## src/rtl/core/uia_pkg.sv

```systemverilog
// Shared constants, status codes and table control types for the unique ID allocator.
package uia_pkg;

  // Identifier width and table geometry.
  localparam int unsigned ID_W    = 32;
  localparam int unsigned MAX_IDS = 64;
  localparam int unsigned IDX_W   = (MAX_IDS > 1) ? $clog2(MAX_IDS) : 1;

  // Hint raise step and the width of a remainder modulo that step.
  localparam int unsigned HINT_STEP = 100000;
  localparam int unsigned REM_W     = $clog2(HINT_STEP);

  // Division by the hint step as a shift and a reciprocal multiply. The step is 3125 times 32,
  // and for any 27-bit x the quotient x / 3125 equals (x * RECIP_MUL) >> RECIP_SHIFT.
  localparam int unsigned DIV_PRE_SHIFT = 5;
  localparam int unsigned DIV_IN_W      = ID_W - DIV_PRE_SHIFT;
  localparam int unsigned RECIP_W       = 28;
  localparam int unsigned RECIP_MUL     = 175921861;
  localparam int unsigned RECIP_SHIFT   = 39;
  localparam int unsigned QUO_W         = DIV_IN_W + RECIP_W - RECIP_SHIFT;

  // Command codes.
  localparam logic CMD_ALLOCATE = 1'b0;
  localparam logic CMD_RELEASE  = 1'b1;

  // Result status codes.
  localparam logic [1:0] ST_ALLOCATED = 2'd0;
  localparam logic [1:0] ST_EXHAUSTED = 2'd1;
  localparam logic [1:0] ST_FULL      = 2'd2;
  localparam logic [1:0] ST_RELEASED  = 2'd3;

  // Control bundle from the sequencer to the ID table.
  typedef struct packed {
    logic             rd_en;
    logic             wr_en;
    logic             clr_en;
    logic [IDX_W-1:0] addr;
  } tbl_ctrl_t;

endpackage

```

## src/rtl/core/uia_table.sv

```systemverilog
// Table of in-use IDs: one-port memory with registered read plus per-entry valid flags.
module uia_table
  import uia_pkg::*;
(
  input  logic            clk_i,
  input  logic            rst_ni,
  input  tbl_ctrl_t       ctrl_i,
  input  logic [ID_W-1:0] wr_data_i,
  output logic [ID_W-1:0] rd_data_o,
  output logic            rd_valid_o
);

  logic [ID_W-1:0]    mem [MAX_IDS];
  logic [ID_W-1:0]    rd_data_q;
  logic [MAX_IDS-1:0] valid_q;
  logic               rd_valid_q;

  // Entry storage; contents are only meaningful where the valid flag is set.
  always_ff @(posedge clk_i) begin
    if (ctrl_i.wr_en) begin
      mem[ctrl_i.addr] <= wr_data_i;
    end
    if (ctrl_i.rd_en) begin
      rd_data_q <= mem[ctrl_i.addr];
    end
  end

  // Valid flags, cleared at once by reset, and the registered flag of the entry read.
  always_ff @(posedge clk_i or negedge rst_ni) begin
    if (!rst_ni) begin
      valid_q    <= '0;
      rd_valid_q <= 1'b0;
    end else begin
      if (ctrl_i.wr_en) begin
        valid_q[ctrl_i.addr] <= 1'b1;
      end else if (ctrl_i.clr_en) begin
        valid_q[ctrl_i.addr] <= 1'b0;
      end
      if (ctrl_i.rd_en) begin
        rd_valid_q <= valid_q[ctrl_i.addr];
      end
    end
  end

  assign rd_data_o  = rd_data_q;
  assign rd_valid_o = rd_valid_q;

endmodule

```

## src/rtl/core/unique_id_allocator.sv

```systemverilog
// Unique ID allocator: sequencer, hint raise unit and table scan.
// Release: accept, one table scan that stops at the matching entry or at the last one, then emit.
// Allocate: accept, then the divide, remainder and raise steps when the hint is below the minimum,
// a table scan per candidate for at most MAX_IDS+1 candidates, then insert and emit.
// One item at a time; a finished beat waits in the output register while the next is taken.
// Reset clears all valid flags at once and sets the minimum to zero; no clearing pass.
module unique_id_allocator
  import uia_pkg::*;
(
  input  logic            clk_i,
  input  logic            rst_ni,
  // Configuration write channel.
  input  logic            cfg_valid_i,
  output logic            cfg_ready_o,
  input  logic [ID_W-1:0] cfg_data_i,
  // Request channel.
  input  logic            in_valid_i,
  output logic            in_stall_o,
  input  logic            command_i,
  input  logic [ID_W-1:0] start_hint_i,
  input  logic [ID_W-1:0] release_id_i,
  // Result channel.
  output logic            out_valid_o,
  input  logic            out_stall_i,
  output logic [ID_W-1:0] given_id_o,
  output logic [1:0]      status_o,
  output logic            was_present_o
);

  typedef enum logic [2:0] {
    S_IDLE,
    S_DIV,
    S_REM,
    S_RAISE,
    S_RD,
    S_CMP,
    S_FINISH,
    S_EMIT
  } state_e;

  localparam logic [IDX_W-1:0]   LAST_IDX = IDX_W'(MAX_IDS - 1);
  localparam logic [ID_W:0]      STEP_W   = (ID_W + 1)'(HINT_STEP);
  localparam logic [ID_W-1:0]    STEP_ID  = ID_W'(HINT_STEP);
  localparam logic [RECIP_W-1:0] RECIP_K  = RECIP_W'(RECIP_MUL);

  state_e               state_q;
  logic                 cmd_q;
  logic [ID_W-1:0]      key_q;
  logic [ID_W-1:0]      min_q;
  logic [ID_W-1:0]      gap_q;
  logic [QUO_W-1:0]     quo_q;
  logic [REM_W-1:0]     rem_q;
  logic [IDX_W-1:0]     idx_q;
  logic                 free_found_q;
  logic [IDX_W-1:0]     free_idx_q;
  logic [ID_W-1:0]      res_id_q;
  logic [1:0]           res_status_q;
  logic                 res_present_q;
  logic                 out_valid_q;
  logic [ID_W-1:0]      given_id_q;
  logic [1:0]           status_q;
  logic                 was_present_q;

  tbl_ctrl_t            tbl_ctrl;
  logic [ID_W-1:0]      tbl_rd_data;
  logic                 tbl_rd_valid;

  logic                        in_take;
  logic                        out_free;
  logic [DIV_IN_W+RECIP_W-1:0] recip_prod;
  logic [ID_W-1:0]             quo_scaled;
  logic [ID_W-1:0]             rem_full;
  logic [ID_W:0]               raised;
  logic                        hit;
  logic                        last_entry;

  assign in_take  = in_valid_i && (state_q == S_IDLE);
  assign out_free = !out_valid_q || !out_stall_i;

  // Remainder unit: the quotient by reciprocal multiplication, the remainder in the cycle after it.
  assign recip_prod = {{RECIP_W{1'b0}}, gap_q[ID_W-1:DIV_PRE_SHIFT]}
                    * {{DIV_IN_W{1'b0}}, RECIP_K};
  assign quo_scaled = {{(ID_W - QUO_W){1'b0}}, quo_q} * STEP_ID;
  assign rem_full   = gap_q - quo_scaled;

  // Raised hint: minimum less the remainder, plus one step when the remainder is non-zero.
  assign raised = {1'b0, min_q} - {{(ID_W + 1 - REM_W){1'b0}}, rem_q}
                + ((rem_q != '0) ? STEP_W : '0);

  // Compare stage of the table scan.
  assign hit        = tbl_rd_valid && (tbl_rd_data == key_q);
  assign last_entry = (idx_q == LAST_IDX);

  // Table control from the sequencer state.
  always_comb begin
    tbl_ctrl        = '0;
    tbl_ctrl.addr   = idx_q;
    tbl_ctrl.rd_en  = (state_q == S_RD);
    tbl_ctrl.clr_en = (state_q == S_CMP) && (cmd_q == CMD_RELEASE) && hit;
    if (state_q == S_FINISH) begin
      tbl_ctrl.addr  = free_idx_q;
      tbl_ctrl.wr_en = free_found_q;
    end
  end

  uia_table u_table (
    .clk_i      (clk_i),
    .rst_ni     (rst_ni),
    .ctrl_i     (tbl_ctrl),
    .wr_data_i  (key_q),
    .rd_data_o  (tbl_rd_data),
    .rd_valid_o (tbl_rd_valid)
  );

  // Sequencer, configuration register and result registers.
  always_ff @(posedge clk_i or negedge rst_ni) begin
    if (!rst_ni) begin
      state_q       <= S_IDLE;
      cmd_q         <= CMD_ALLOCATE;
      key_q         <= '0;
      min_q         <= '0;
      gap_q         <= '0;
      quo_q         <= '0;
      rem_q         <= '0;
      idx_q         <= '0;
      free_found_q  <= 1'b0;
      free_idx_q    <= '0;
      res_id_q      <= '0;
      res_status_q  <= ST_ALLOCATED;
      res_present_q <= 1'b0;
      out_valid_q   <= 1'b0;
      given_id_q    <= '0;
      status_q      <= ST_ALLOCATED;
      was_present_q <= 1'b0;
    end else begin
      if (cfg_valid_i && cfg_ready_o) begin
        min_q <= cfg_data_i;
      end

      // The output beat leaves when it is taken, unless a new one replaces it.
      if (out_valid_q && !out_stall_i && (state_q != S_EMIT)) begin
        out_valid_q <= 1'b0;
      end

      unique case (state_q)
        S_IDLE: begin
          if (in_take) begin
            cmd_q         <= command_i;
            idx_q         <= '0;
            free_found_q  <= 1'b0;
            res_id_q      <= '0;
            res_present_q <= 1'b0;
            if (command_i == CMD_RELEASE) begin
              key_q   <= release_id_i;
              state_q <= S_RD;
            end else if (start_hint_i >= min_q) begin
              key_q   <= start_hint_i;
              state_q <= S_RD;
            end else begin
              gap_q   <= min_q - start_hint_i;
              state_q <= S_DIV;
            end
          end
        end

        S_DIV: begin
          quo_q   <= recip_prod[RECIP_SHIFT +: QUO_W];
          state_q <= S_REM;
        end

        S_REM: begin
          rem_q   <= rem_full[REM_W-1:0];
          state_q <= S_RAISE;
        end

        S_RAISE: begin
          if (raised[ID_W]) begin
            res_status_q <= ST_EXHAUSTED;
            state_q      <= S_EMIT;
          end else begin
            key_q   <= raised[ID_W-1:0];
            idx_q   <= '0;
            state_q <= S_RD;
          end
        end

        S_RD: begin
          state_q <= S_CMP;
        end

        S_CMP: begin
          // Lowest entry that holds no ID, for the final insert.
          if (!tbl_rd_valid && !free_found_q) begin
            free_found_q <= 1'b1;
            free_idx_q   <= idx_q;
          end
          if (cmd_q == CMD_RELEASE) begin
            if (hit || last_entry) begin
              res_present_q <= hit;
              res_status_q  <= ST_RELEASED;
              state_q       <= S_EMIT;
            end else begin
              idx_q   <= idx_q + 1'b1;
              state_q <= S_RD;
            end
          end else if (hit) begin
            // Candidate in use: step past it, failing when it wraps.
            if (key_q == '1) begin
              res_status_q <= ST_EXHAUSTED;
              state_q      <= S_EMIT;
            end else begin
              key_q   <= key_q + 1'b1;
              idx_q   <= '0;
              state_q <= S_RD;
            end
          end else if (last_entry) begin
            state_q <= S_FINISH;
          end else begin
            idx_q   <= idx_q + 1'b1;
            state_q <= S_RD;
          end
        end

        S_FINISH: begin
          if (free_found_q) begin
            res_id_q     <= key_q;
            res_status_q <= ST_ALLOCATED;
          end else begin
            res_status_q <= ST_FULL;
          end
          state_q <= S_EMIT;
        end

        S_EMIT: begin
          if (out_free) begin
            out_valid_q   <= 1'b1;
            given_id_q    <= res_id_q;
            status_q      <= res_status_q;
            was_present_q <= res_present_q;
            state_q       <= S_IDLE;
          end
        end

        default: begin
          state_q <= S_IDLE;
        end
      endcase
    end
  end

  assign cfg_ready_o   = (state_q == S_IDLE);
  assign in_stall_o    = (state_q != S_IDLE);
  assign out_valid_o   = out_valid_q;
  assign given_id_o    = given_id_q;
  assign status_o      = status_q;
  assign was_present_o = was_present_q;

endmodule
```

## config.mk

```make
export PLATFORM = sky130hd
export DESIGN_NAME = unique_id_allocator
export DESIGN_NICKNAME = d
export VERILOG_FILES = /design/src/rtl/core/uia_pkg.sv /design/src/rtl/core/uia_table.sv /design/src/rtl/core/unique_id_allocator.sv
export SDC_FILE = /design/constraint.sdc
export NUM_CORES = 2
export LEC_CHECK = 0
export BUFFER_PORTS_ARGS = -buffer_cell sky130_fd_sc_hd__buf_2
export CAP_MARGIN = 20
export CELL_PAD_IN_SITES_DETAIL_PLACEMENT = 1
export CELL_PAD_IN_SITES_GLOBAL_PLACEMENT = 1
export CORE_MARGIN = 2
export CORE_UTILIZATION = 37
export DETAILED_ROUTE_END_ITERATION = 10
export HOLD_SLACK_MARGIN = 0.06
export PLACE_DENSITY_LB_ADDON = 0.1
export SLEW_MARGIN = 20
export SYNTH_ARGS = -nofsm -noshare
export SYNTH_HDL_FRONTEND = slang
export SYNTH_SLANG_ARGS = --single-unit
```

## constraint.sdc

```tcl
create_clock -name clk_i -period 12.77 [get_ports clk_i]
set_input_delay 0.6385 -clock clk_i [delete_from_list [all_inputs] [get_ports clk_i]]
set_output_delay 0.6385 -clock clk_i [all_outputs]
set_load 0.02 [all_outputs]
```

==> results.toml <==
[finish]
final_nets = 8678
syn_to_final_growth_pct = 14.33
drive_gt1_share_pct = 11.86
nFillCells = 28930
multi_input_area_sq_um = 33340
instances_no_fill = 11890
regArea_sq_um = 69460

[cts]
clock-root-buffer = "clkbuf_16"
clkTransAtPathRegs_ns = 0.06
cts_sinks = 2358
cts_buffer_depth = 4
post_cts_resized = 0
numCtsBuffers = 271
clkLatencyLatePin_ns = 0.88
cts_tree = "done"
htreeDepth = 5

[critical_path]
rr_endpoint = "quo_q[11]$_DFFE_PN0P_"
reg2regPathDepth = 23
reg2reg_slack_ns = 5.54
critPathCaptureType = "flop"
required_ns = 13.49
cp_max_fo = 8
cp-startpoint = "gap_q[11]$_DFFE_PN0P_"
setup.worst_path.class = "flop to flop"
start_kind = "flop"
r2r-start = "gap_q[11]$_DFFE_PN0P_"
worstPathArrival_ns = 7.95

[drt]
wl_per_cell_um = 33.19
antenna_left = 0
drtPass1Iterations = 6
vias = 69040
wl_met2_um = 181900
drc = 0
drt_iter0_markers = 7140
wl_met3_um = 24150
viasPerCell = 5.808
met1_length_um = 179400
routed.top_layer = "met5"
wirelength_um = 394500

[die]
start_util_pct = 37.18
die_h_um = 539.1
die_w_um = 539.1
rows = 196
ioPinCount = 140
core_area_sq_um = 285000
die-area_sq_um = 290700

[sta]
hold_slack_ns = 0.1184
grt_setup_unrepaired = "no"
fin_crit_sh_pct = 56.59
finalHoldViolCount = 0
period_needed_ns = 7.226
slew_viol_final = 0
tightest_slew_ns = 1.226
slew_headroom_pct = 17.43
max_freq_mhz = 138.4
clock-skew-final_ns = 0.05979
final.setup.tns_ns = 0
setup-violations-final = 0

[logic_synthesis]
synth_top_area_share_pct = 58.95
ys_warn_count = 0
ys_types = 87
synth_area_per_cell_sq_um = 13.92
synth_sequential_area_ratio_pct = 65.51
ys_ff_latch = 2358
syn-num-nets = 8386
async_flop_share_pct = 11.79
synth-edff-count = 2080
synthesis.area_sq_um = 106000
ys.flop_type = "edfxtp_1"
synth_area_leader_cell = "edfxtp_1"
netlist_instances = 7614
synthTopCellsByArea = "edfxtp_1 59%, dfrtp_1 6.6%, a22oi_1 5.5%, fa_1 5.5%, ha_1 4.5%"
yosysMostFrequentCell = "edfxtp_1"
synth_commonest_cells = "2,080 x edfxtp_1, 777 x a22oi_1, 754 x nand2_1, 585 x inv_1, 415 x o21ai_0"

[min_path]
hold_class = "primary input to flop"
holdCritStartpoint = "out_stall_i"
min_to = "out_valid_o$_DFF_PN0_"
whs_path_depth = 3

[place]
dp_hpwl_um = 250300
gp_congestion = 0.8648
dp.cells = 11360
io_buffers = 139

[global_routing]
grt_max_degree = 128
gr-total-overflow = 0
grtUsageTotal_pct = 26.71
antenna_found_initial = 33
grt_pass1_wl_um = 556200
grt_pass1_vias = 70450

[outcome]
outcome = "finished, final reports clean"

[run]
cap_violations = 0
==> sequential cells by signal, indices dropped and copies added, names as in the netlist, named ones only <==
name,count
cmd_q,1
free_found_q,1
free_idx_q,6
gap_q,32
given_id_o,32
idx_q,6
key_q,32
min_q,32
out_valid_o,1
quo_q,12
rem_q,17
res_id_q,32
res_present_q,1
res_status_q,2
state_q,3
status_o,2
u_table.mem,2048
u_table.rd_data_o,32
u_table.rd_valid_o,1
was_present_o,1
==> routing by layer <==
metal | vias up | track usage (%)
li1 | 29270 | -
met1 | 36860 | 39.29
met2 | 2443 | 42.50
met3 | 451 | 2.977
met4 | 12 | 5.822
met5 | - | 0
==> how the worst max path moves through the flow <==
stage,to,slack [ns],depth (start not counted)
global placement,quo_q[11]$_DFFE_PN0P_,5.56,23
global route,quo_q[7]$_DFFE_PN0P_,5.13,23
detailed placement,quo_q[11]$_DFFE_PN0P_,5.58,23
finish,quo_q[11]$_DFFE_PN0P_,5.54,23
floorplan,quo_q[11]$_DFFE_PN0P_,6.28,23
CTS,quo_q[11]$_DFFE_PN0P_,5.54,23
==> logic make-up (layout without fill, tap and decap cells) <==
logic type / count (synthesis) / after routing / synth area share (%)
buf+inv: 969 / 1472 / 3.671
compound gates: 1958 / 1958 / 12.39
xor+xnor: 120 / 120 / 0.9919
mux: 174 / 174 / 1.746
fa+ha+maj: 670 / 670 / 9.966
flops: 2358 / 2358 / 65.51
other cells: 0 / 7 / 0
simple gates: 1365 / 1365 / 5.722
==> worst max-delay path: stages, from the launching register on <==
cell and delay (ns):
dfrtp_1 0.51, fa_1 0.64, inv_1 0.10, fa_1 0.50, inv_1 0.07, fa_1 0.56, inv_1 0.06, fa_1 0.50
inv_1 0.06, fa_1 0.50, fa_1 0.52, inv_1 0.06, fa_1 0.47, inv_1 0.04, ha_1 0.33, nand4_1 0.17
or4b_2 0.67, a211oi_1 0.25, and3_1 0.20, a22o_1 0.16, or4_1 0.20, a31oi_1 0.16, o2111ai_1 0.25, nand3_1 0.12
==> final cells by class <==
class / count / area share, %
flip-flops and latches: 2358 / 57.34
multi-input cells: 4287 / 27.52
clock buffers: 347 / 6.040
well taps: 3762 / 3.886
repair buffers: 403 / 2.452
inverters: 585 / 1.813
clock inverters: 137 / 0.9337
diodes: 7 / 0.01446
==> repair_timing <==
action | 4_1_cts | 5_1_grt
hold buffers | 33 | 0
hold endpoints to repair | 124 | 0
buffers inserted | 0 | 0
==> per-stage QoR <==
stage | setup WS [ns] | util [%] | area, sq um
after floorplan | 6.278 | - | 106000
after global placement | 5.563 | 39.41 | 112300
after detailed placement | 5.582 | 39.42 | 112300
after CTS | 5.542 | 42.50 | 121100
after global routing | 5.133 | 42.51 | 121100
final | 5.544 | 42.51 | 121100
==> placed cells by master (no fill, tap or decap), types with 39 or more instances in the layout <==
cell type and instances:
buf_2 138, nor3_1 50, a221oi_1 57, a31oi_1 56
clkbuf_16 279, nor4_1 41, a22oi_1 777, o21ai_0 413
clkinv_1 57, inv_1 585, dfrtp_1 246, clkbuf_1 60
a21o_1 54, a21oi_1 280, nand4_1 68, nand2_1 754
nor2_4 75, xor2_1 66, nand3_1 51, fa_1 290
mux2i_1 101, edfxtp_1 2080, xnor2_1 53, nor2_1 155
o22ai_1 47, a41oi_1 39, clkinv_2 44, mux2_2 63
buf_4 215, ha_1 380
Power is not shown: default switching activity piles up to over one toggle a cycle in this logic, so the estimate is an artifact.
